[src/rtl/core/imh_pkg.sv]
// ----------------------------------------------------------------------------
// imh_pkg
// Shared types, constants and helpers of the indexed max-heap unit.
// ----------------------------------------------------------------------------
`default_nettype none

package imh_pkg;

	localparam int CAPACITY = 1024;
	localparam int ID_SPACE = 1024;
	localparam int ID_W     = 10;
	localparam int KEY_W    = 16;
	localparam int SLOT_W   = $clog2(CAPACITY + 1);
	localparam int ADDR_W   = $clog2(CAPACITY);

	typedef enum logic [1:0] {
		OP_CLEAR     = 2'd0,
		OP_INSERT    = 2'd1,
		OP_EXTRACT   = 2'd2,
		OP_INCREMENT = 2'd3
	} op_t;

	typedef enum logic [2:0] {
		ST_OK          = 3'd0,
		ST_EMPTY       = 3'd1,
		ST_FULL        = 3'd2,
		ST_PRESENT     = 3'd3,
		ST_NOT_PRESENT = 3'd4
	} status_t;

	typedef enum logic [4:0] {
		C_NOP,
		C_LATCH,
		C_CLEAR,
		C_RD_ID,
		C_INS_CHK,
		C_INC_CHK,
		C_UP_RDP,
		C_UP_RDK,
		C_UP_MOVE,
		C_PLACE,
		C_EX_RD0,
		C_EX_RDK,
		C_EX_TOP,
		C_EX_LK,
		C_DN_RDL,
		C_DN_RDR,
		C_DN_RDRK,
		C_DN_CMP
	} cmd_t;

	typedef struct packed {
		logic [1:0]      operation;
		logic [ID_W-1:0] item_id;
	} req_t;

	typedef struct packed {
		logic [ID_W-1:0]   result_id;
		logic [KEY_W-1:0]  result_key;
		logic [2:0]        status;
		logic [SLOT_W-1:0] heap_count;
	} rsp_t;

	typedef struct packed {
		logic [1:0] op;
		logic       empty;
		logic       present;
		logic       full;
		logic       pos_gt1;
		logic       up_move;
		logic       has_child;
		logic       dn_move;
		logic       clr_last;
	} flags_t;

	function automatic logic [ADDR_W-1:0] slot_addr(input logic [SLOT_W:0] pos);
		logic [SLOT_W:0] t;
		t = pos - (SLOT_W + 1)'(1);
		return t[ADDR_W-1:0];
	endfunction

endpackage

`default_nettype wire

[src/rtl/core/imh_ctrl.sv]
// ----------------------------------------------------------------------------
// imh_ctrl
// Sequencer of the indexed max-heap: steps each operation through memory
// reads, compares and moves, and runs the key and position clearing sweep.
// ----------------------------------------------------------------------------
`default_nettype none

module imh_ctrl (
	input  wire logic            clk,
	input  wire logic            arst_n,
	input  wire logic            start,
	input  wire imh_pkg::flags_t flags,
	output imh_pkg::cmd_t        cmd,
	output logic                 busy,
	output logic                 done
);

	typedef enum logic [4:0] {
		S_INIT,
		S_IDLE,
		S_DISPATCH,
		S_CLR,
		S_RD_ID,
		S_INS_CHK,
		S_INC_CHK,
		S_UP_CHK,
		S_UP_RDP,
		S_UP_RDK,
		S_UP_CMP,
		S_PLACE,
		S_EX_RD0,
		S_EX_RDK,
		S_EX_TOP,
		S_EX_LK,
		S_DN_CHK,
		S_DN_RDL,
		S_DN_RDR,
		S_DN_RDRK,
		S_DN_CMP
	} state_t;

	state_t state_q;

	assign busy = state_q != S_IDLE;

	always_comb begin
		unique case (state_q)
			S_INIT:    cmd = imh_pkg::C_CLEAR;
			S_IDLE:    cmd = start ? imh_pkg::C_LATCH : imh_pkg::C_NOP;
			S_CLR:     cmd = imh_pkg::C_CLEAR;
			S_RD_ID:   cmd = imh_pkg::C_RD_ID;
			S_INS_CHK: cmd = imh_pkg::C_INS_CHK;
			S_INC_CHK: cmd = imh_pkg::C_INC_CHK;
			S_UP_RDP:  cmd = imh_pkg::C_UP_RDP;
			S_UP_RDK:  cmd = imh_pkg::C_UP_RDK;
			S_UP_CMP:  cmd = imh_pkg::C_UP_MOVE;
			S_PLACE:   cmd = imh_pkg::C_PLACE;
			S_EX_RD0:  cmd = imh_pkg::C_EX_RD0;
			S_EX_RDK:  cmd = imh_pkg::C_EX_RDK;
			S_EX_TOP:  cmd = imh_pkg::C_EX_TOP;
			S_EX_LK:   cmd = imh_pkg::C_EX_LK;
			S_DN_RDL:  cmd = imh_pkg::C_DN_RDL;
			S_DN_RDR:  cmd = imh_pkg::C_DN_RDR;
			S_DN_RDRK: cmd = imh_pkg::C_DN_RDRK;
			S_DN_CMP:  cmd = imh_pkg::C_DN_CMP;
			default:   cmd = imh_pkg::C_NOP;
		endcase
	end

	always_ff @(posedge clk or negedge arst_n) begin
		if (!arst_n) begin
			state_q <= S_INIT;
			done    <= 1'b0;
		end else begin
			done <= 1'b0;
			unique case (state_q)
				S_INIT: begin
					if (flags.clr_last) begin
						state_q <= S_IDLE;
					end
				end
				S_IDLE: begin
					if (start) begin
						state_q <= S_DISPATCH;
					end
				end
				S_DISPATCH: begin
					unique case (flags.op)
						imh_pkg::OP_CLEAR:   state_q <= S_CLR;
						imh_pkg::OP_EXTRACT: state_q <= S_EX_RD0;
						default:             state_q <= S_RD_ID;
					endcase
				end
				S_CLR: begin
					if (flags.clr_last) begin
						state_q <= S_IDLE;
						done    <= 1'b1;
					end
				end
				S_RD_ID: begin
					state_q <= (flags.op == imh_pkg::OP_INSERT) ? S_INS_CHK : S_INC_CHK;
				end
				S_INS_CHK: begin
					if (flags.present || flags.full) begin
						state_q <= S_IDLE;
						done    <= 1'b1;
					end else begin
						state_q <= S_UP_CHK;
					end
				end
				S_INC_CHK: begin
					if (!flags.present) begin
						state_q <= S_IDLE;
						done    <= 1'b1;
					end else begin
						state_q <= S_UP_CHK;
					end
				end
				S_UP_CHK: begin
					state_q <= flags.pos_gt1 ? S_UP_RDP : S_PLACE;
				end
				S_UP_RDP: begin
					state_q <= S_UP_RDK;
				end
				S_UP_RDK: begin
					state_q <= S_UP_CMP;
				end
				S_UP_CMP: begin
					state_q <= flags.up_move ? S_UP_CHK : S_PLACE;
				end
				S_PLACE: begin
					state_q <= S_IDLE;
					done    <= 1'b1;
				end
				S_EX_RD0: begin
					if (flags.empty) begin
						state_q <= S_IDLE;
						done    <= 1'b1;
					end else begin
						state_q <= S_EX_RDK;
					end
				end
				S_EX_RDK: begin
					state_q <= S_EX_TOP;
				end
				S_EX_TOP: begin
					state_q <= S_EX_LK;
				end
				S_EX_LK: begin
					if (flags.empty) begin
						state_q <= S_IDLE;
						done    <= 1'b1;
					end else begin
						state_q <= S_DN_CHK;
					end
				end
				S_DN_CHK: begin
					state_q <= flags.has_child ? S_DN_RDL : S_PLACE;
				end
				S_DN_RDL: begin
					state_q <= S_DN_RDR;
				end
				S_DN_RDR: begin
					state_q <= S_DN_RDRK;
				end
				S_DN_RDRK: begin
					state_q <= S_DN_CMP;
				end
				S_DN_CMP: begin
					state_q <= flags.dn_move ? S_DN_CHK : S_PLACE;
				end
				default: begin
					state_q <= S_IDLE;
				end
			endcase
		end
	end

endmodule

`default_nettype wire
[config.mk]
export PLATFORM = sky130hd
export DESIGN_NAME = imh_ctrl
export DESIGN_NICKNAME = d
export VERILOG_FILES = /design/src/rtl/core/imh_pkg.sv /design/src/rtl/core/imh_ctrl.sv
export SDC_FILE = /design/constraint.sdc
export NUM_CORES = 1
export LEC_CHECK = 0
export ABC_AREA = 1
export BUFFER_PORTS_ARGS = -buffer_cell sky130_fd_sc_hd__buf_2
export CORE_UTILIZATION = 46
export DETAILED_ROUTE_END_ITERATION = 10
export PLACE_DENSITY = 0.79
export SYNTH_ARGS = -nofsm -noshare
export SYNTH_HDL_FRONTEND = slang
export SYNTH_SLANG_ARGS = --single-unit
export TNS_END_PERCENT = 20
[constraint.sdc]
create_clock -name clk -period 1.2 [get_ports clk]
set_input_delay 0.06 -clock clk [delete_from_list [all_inputs] [get_ports clk]]
set_output_delay 0.06 -clock clk [all_outputs]
set_load 0.1 [all_outputs]
==> results of run 1 <==
## cells by family after synthesis
kind of cell,count (synthesis)
buffers and inverters,20
AO/OA/AOI/OAI,13
flip-flops,6
AND/OR/NAND/NOR,100
## repair_timing
item | CTS
endpoints found under the setup margin | 12
setup buffers | 8
hold endpoints to repair | 6
pin swaps | 6
resized for setup | 15
hold buffers | 1
## synth_stat cells (all sizes together)
| master | count |
|---|---|
| nand2 | 32 |
| a211oi | 1 |
| o2111ai | 3 |
| a21oi | 1 |
| nand4 | 3 |
| nand3b | 1 |
| nor3 | 1 |
| buf | 1 |
| nand3 | 28 |
| o21ai | 6 |
| clkinv | 1 |
| inv | 18 |
| dfrtp | 6 |
| or2 | 1 |
| nor2 | 34 |
| o211ai | 2 |
## through the flow
step	hold WS (ns)	setup TNS, ns	setup slack [ns]
global placement	-0.107	-2.30	-0.280
detailed placement	-0.102	-2.60	-0.310
floorplan	-0.236	-3.37	-0.551
CTS	0.0772	-3.72	-0.452
==> flow_metrics.tcl, run 1 <==
set metrics [dict create \
    seq_area_frac_synth_pct 19.4 \
    cts-root-buf "clkbuf_4" \
    status "did not finish" \
    error "[ERROR DPL-0038] Utilization greater than 100%, impossible to legalize" \
    place_congestion 1.04 \
    grt_max_degree 8 \
    yosys.area_share.adder_pct 0 \
    netlist_instances 139 \
    post_dp_cell_area_mm2 0.00127 \
    synth_area_um2 776 \
    worstEndpointType "top-level output" \
    portBuffers 19 \
    num_io_pins 20 \
    cts.sinks 6 \
    synth-xor-area-share_pct 0 \
    ys_seq_elements 6 \
    start_util_pct 50.3 \
    die_h_um 43.1 \
    die_x_um 43.1 \
    synth.avg_cell_area_um2 5.58 \
    num_rows 14 \
    synth_compound_area_share_pct 10.8 \
    post_synth_num_cell_types 20 \
    ys_warn_count 0 \
    synth.area.mux_share_pct 0 \
    clockBufferDepth 2 \
    synth_top_family_by_area "simple AND/OR/NAND/NOR gates" \
    synth.area.top_cells "dfrtp_1 19%, nand3_1 17%, nand2_1 15%" \
    haltStage "global routing (5_1_grt)" \
    synth_top_area_share_pct 19.4 \
    htreeDepth 1 \
    hpwl_um 2600 \
    syn_nets 152 \
    synth-simple-area-share_pct 60.0 \
    dp_cells 208 \
    numCtsBuffers 3 \
    synth_top_area_cell "dfrtp_1" \
    postGrtWorstEndpoint "cmd[2]" \
]
==> inputs of run 2 (changes only) <==
CORE_AREA = 2 2 63 65   (was default)
CORE_UTILIZATION = default   (was 46)
DIE_AREA = 0 0 65 67   (was default)
PLACE_DENSITY = default   (was 0.79)
PLACE_DENSITY_LB_ADDON = 0.15   (was default)
clock period = 1.6 ns   (was 1.2 ns; I/O delays follow)
==> run 2 against run 1 <==
The flow now finishes, with violations (setup timing). Synthesized cell count stayed put. Synthesized area stayed put.
==> flow_metrics.tcl, run 2 <==
set metrics [dict create \
    synth_area_um2 776 \
    dp_cells 218 \
    crit_path_start_kind "register" \
    synth-xor-area-share_pct 0 \
    synth.area.mux_share_pct 0 \
    drc 0 \
    insertion_delay_ns 0.22 \
    clock_skew_ns 0.00355 \
    synth_top_family_by_area "simple AND/OR/NAND/NOR gates" \
    rsz0062_at_grt "yes" \
    critPathKind "register to output port" \
    mostFrequentLayoutCells "24 x nand3_1, 22 x nand2_1, 22 x nor2_1" \
    worst_slew_pin_slew_ns 0.483 \
    area_growth_pct 81.0 \
    hold_path_class "input port to register" \
    num_io_pins 20 \
    die_h_um 67 \
    place_congestion 0.923 \
    status "finished with violations" \
    critPathArrivalTime_ns 1.54 \
    period_share_pct 101 \
    fin_util_pct 38.9 \
    cp.required_ns 1.52 \
    grt_pass1_wl_um 5190 \
    cap_violations 0 \
    crit_buf_inv 3 \
    synth.area.top_cells "dfrtp_1 19%, nand3_1 17%, nand2_1 15%" \
    antenna_found_initial 0 \
    cpLargestDelayFamily "flip-flops" \
    avgViaCountPerCell 5.01 \
    ys_seq_elements 6 \
    synth_edf_count 0 \
    htreeDepth 1 \
    setup_viol 3 \
    drtIter0Drc 42 \
    ys_warn_count 0 \
    portBuffers 19 \
    layout_commonest_cell "nand3_1" \
    yosys.cell_count.top_type "nand2_1" \
    synthFlopType "dfrtp_1" \
    synth-simple-area-share_pct 60.0 \
    die_x_um 65 \
    fin_cells 235 \
    pre_cts_ws_ns 0.00546 \
    wire_per_inst_um 13.6 \
    clockBufferDepth 2 \
    synth-async-reset-ratio_pct 100 \
    totalWireLength_um 3200 \
    fmax_ghz 0.617 \
    cts_tree "done" \
    num_vias 1177 \
    coreArea_mm2 0.00361 \
    dr.pass1.iters 4 \
    grt_pass1_vias 1164 \
    violations "setup timing" \
    num_rows 22 \
    critPathCaptureType "output port" \
    slew_viol_final 0 \
    netlist_instances 139 \
    synth_top_area_cell "dfrtp_1" \
    fin_area_mm2 0.00140 \
    top_register "state_q" \
    synth_compound_area_share_pct 10.8 \
    slew_headroom_pct 68.0 \
    largest_register_ffs 5 \
    setup_ws_ns -0.0197 \
    hpwl_um 2420 \
    start_util_pct 21.5 \
    die_area_mm2 0.00436 \
    slowest_delay_ns 0.46 \
    ant_nets 0 \
    post_dp_cell_area_mm2 0.00115 \
    cts-root-buf "clkbuf_8" \
    drive_above_1_share_pct 48.1 \
    synth_commonest_cells "32 x nand2_1, 28 x nor2_1, 27 x nand3_1" \
    track_usage_pct 15.6 \
    cts.reportedPaths.clkPinSlew_ns 0.04 \
    yosys.area_share.adder_pct 0 \
    grt_max_degree 8 \
    hold_violations 0 \
    seq_area_frac_synth_pct 19.4 \
    syn_nets 152 \
    cp_max_fo 7 \
    period_needed_ns 1.62 \
    numCtsBuffers 3 \
    crit_chain "buf_6 -> nor2_4 -> nand2_1 -> inv_1 -> nor2_1 -> nand4_1 -> buf_12" \
    cts.sinks 6 \
    reg.largest.list "state_q: 5 flops, done: 1 flops" \
    antenna_cells_inserted 0 \
    synth_top_area_share_pct 19.4 \
    post_synth_num_cell_types 20 \
    synth.avg_cell_area_um2 5.58 \
    final_nets 201 \
    global_route.overflow_total 0 \
    slowest_stage "dfrtp_2" \
]
[run 2: cell counts after synthesis]
No cell type changed its count.
[run 2: final cells by class]
type	instances	area (um2)
multi-input cells	113	658
well taps	48	60.1
fillers	377	2200
flip-flops and latches	6	156
clock buffers	4	45.0
repair buffers	45	407
inverters	19	77.6
[run 2: tightest hold or removal path, stage by stage]
cell      delay [ns]
buf_2           0.10
nand2_1         0.06
o211ai_1        0.08
[run 2: through the flow]
| step | TNS, ns | hold WS (ns) |
|---|---|---|
| after floorplan | -0.670 | -0.216 |
| after global placement | -0.0771 | -0.0937 |
| after detailed placement | 0 | -0.0902 |
| after CTS | -0.0148 | 0.159 |
| after global routing | -0.334 | 0.176 |
| final | -0.0420 | 0.150 |
[run 2: logic make-up (layout without fill, tap and decap cells)]
group / after synthesis / in the layout
buf+inv: 20 / 68
flops: 6 / 6
compound gates: 13 / 13
simple gates: 100 / 100
[run 2: final timing paths]
path                             from  slack (ns)    endpoint  cells after the start
max                        state_q[4]       -0.02      cmd[2]                      7
min                          flags[1]        0.15  state_q[4]                      3
max reg2reg                state_q[4]        0.07  state_q[0]                      9
min reg2reg                state_q[0]        0.62  state_q[0]                      2
max in group asynchronous      arst_n        1.23  state_q[4]                      2
min in group asynchronous      arst_n        0.21        done                      2
[run 2: routing by layer]
metal	global-route usage, %	part of all wire (%)
met3	3.21	7.2
met4	6.38	3.1
met1	18.0	42
met5	0	0
met2	27.8	48
[run 2: what timing repair did]
action / 4_1_cts / 5_1_grt
pin swaps: 8 / 10
setup endpoints to repair: 6 / 8
endpoints found under the hold margin: 6 / 0
resized for setup: 23 / 10
hold buffers: 1 / 0
setup buffers: 8 / 4
Power of run 2 is left out: the tool's default activity adds up to more than one toggle a clock period on the data nets, which glitch-free logic cannot reach.
==> inputs of run 3 (changes only) <==
ABC_AREA = default   (was 1)
==> run 3 against run 2 <==
The run still ends with setup timing left. Die area unchanged. Wire length decreased by 8.7%. Setup slack got worse by 0.034 ns. Synthesized area increased by 11%. Clock skew increased by 0.00060 ns.
==> flow_metrics.tcl, run 3 <==
set metrics [dict create \
    fin_cells 214 \
    synth.area.top_cells "dfrtp_1 17%, a21oi_1 7.0%, nor2_1 6.1%" \
    yosys.cell_count.top_type "nor2_1" \
    violations "setup timing" \
    cap_violations 0 \
    synth_top_area_share_pct 17.4 \
    fin_util_pct 42.6 \
    rsz0062_at_grt "yes" \
    cts.reportedPaths.clkPinSlew_ns 0.04 \
    mostFrequentLayoutCells "23 x buf_4, 13 x buf_2, 12 x nor2_1" \
    antenna_found_initial 0 \
    num_vias 1075 \
    synth-async-reset-ratio_pct 100 \
    wl_met1_um 1230 \
    syn_nets 136 \
    seq_area_frac_synth_pct 17.4 \
    slowest_delay_ns 0.49 \
    portBuffers 19 \
    synth_commonest_cells "14 x nor2_1, 12 x a21oi_1, 11 x nand2_1" \
    layout_commonest_cell "buf_4" \
    final_nets 181 \
    critPathCaptureType "output port" \
    num_io_pins 20 \
    top_register "state_q" \
    cts-root-buf "clkbuf_8" \
    synth_top_area_cell "dfrtp_1" \
    clock_skew_ns 0.00415 \
    period_share_pct 103 \
    ys_seq_elements 6 \
    fmax_ghz 0.605 \
    drtIter0Drc 21 \
    critPathArrivalTime_ns 1.57 \
    synth.avg_cell_area_um2 7.01 \
    critPathKind "register to output port" \
    dp_cells 197 \
    grt_pass1_wl_um 4720 \
    drc 0 \
    synth_edf_count 0 \
    coreArea_mm2 0.00361 \
    clockBufferDepth 2 \
    cpLargestDelayFamily "flip-flops" \
    cp.required_ns 1.52 \
    numCtsBuffers 3 \
    synth_area_um2 862 \
    hold_violations 0 \
    post_dp_cell_area_mm2 0.00123 \
    status "finished with violations" \
    largest_register_ffs 5 \
    slew_headroom_pct 68.0 \
    htreeDepth 1 \
    cp_max_fo 6 \
    dr.pass1.iters 4 \
    hold_path_class "input port to register" \
    reg.largest.list "state_q: 5 flops, done: 1 flops" \
    die_h_um 67 \
    cts_tree "done" \
    grt_pass1_vias 1048 \
    fin_area_mm2 0.00154 \
    wire_per_inst_um 13.6 \
    area_growth_pct 78.1 \
    insertion_delay_ns 0.22 \
    antenna_cells_inserted 0 \
    place_congestion 0.916 \
    ant_nets 0 \
    netlist_instances 123 \
    post_synth_num_cell_types 38 \
    slowest_stage "dfrtp_2" \
    synthFlopType "dfrtp_1" \
    global_route.overflow_total 0 \
    grt_max_degree 20 \
    n_fill_cell 360 \
    track_usage_pct 13.9 \
    die_area_mm2 0.00436 \
    setup_ws_ns -0.0542 \
    dr_wl_met2_um 1410 \
    avgViaCountPerCell 5.02 \
    drive_above_1_share_pct 54.2 \
    setup_viol 3 \
    totalWireLength_um 2920 \
    dr.max_layer_used "met4" \
    crit_buf_inv 1 \
    dr_wl_met3_um 167 \
    worst_slew_pin_slew_ns 0.484 \
    period_needed_ns 1.65 \
    cts.sinks 6 \
    crit_chain "nor2_4 -> a21oi_2 -> or3_4 -> o31ai_4 -> buf_12" \
    start_util_pct 23.9 \
    num_rows 22 \
    crit_path_start_kind "register" \
    slew_viol_final 0 \
    hpwl_um 2130 \
    die_x_um 65 \
    ys_warn_count 0 \
]
run 3: cell type report:
type,instances,area [um2],area share [%]
Inverter,4,18.8,1.22
Clock buffer,3,41.3,2.69
Multi-Input combinational cell,101,782,50.9
Tap cell,48,60.1,3.91
Timing Repair Buffer,52,478,31.1
Sequential cell,6,155,10.1
run 3: cells by family (layout without fill, tap and decap cells):
kind of cell    count (synthesis)  count (layout)  synth area share [%]
compound gates                 48              48                  34.4
simple gates                   47              47                  28.4
buf+inv                        16              59                  12.5
mux                             2               2                  2.32
flops                           6               6                  17.4
xor+xnor                        4               4                  4.94
run 3: final timing paths:
check	cells after the start	slack (ns)	end	from
min in group asynchronous	2	0.21	done	arst_n
worst min-delay path	2	0.17	state_q[4]	flags[7]
max in group asynchronous	2	1.23	state_q[3]	arst_n
worst max-delay path	5	-0.05	cmd[0]	state_q[1]
worst min register to register	3	0.71	state_q[1]	state_q[4]
worst max register to register	7	0.07	state_q[1]	state_q[1]
run 3: routing by layer:
metal / vias up / track usage, %
met5: - / 0
met4: 0 / 6.91
met3: 8 / 2.53
met2: 39 / 21.9
met1: 496 / 18.1
li1: 532 / -
run 3: stage by stage:
| step | hold slack, ns | worst slack [ns] | setup TNS (ns) |
|---|---|---|---|
| 2_1_floorplan | -0.216 | -0.256 | -1.04 |
| 3_3_place_gp | -0.0875 | 0.0316 | 0 |
| 3_5_place_dp | -0.0864 | -0.00245 | -0.00420 |
| 4_1_cts | 0.164 | -0.0487 | -0.101 |
| 5_1_grt | 0.176 | -0.0835 | -0.398 |
| 6_report | 0.172 | -0.0542 | -0.0734 |
run 3: worst reg2reg max path: stages, from the launching register on:
cell     delay, ns
dfrtp_2       0.49
buf_6         0.17
buf_6         0.12
xnor2_2       0.14
nand3_2       0.13
o21ai_4       0.10
mux2i_1       0.20
a31oi_1       0.06
run 3: timing repair:
action,CTS,global route
resized for setup,11,30
pin swaps,4,15
setup endpoints to repair,7,10
setup buffers,9,5
hold buffers,1,0
cloned,0,0
hold endpoints to repair,6,0
Power of run 3 is left out for the same reason.
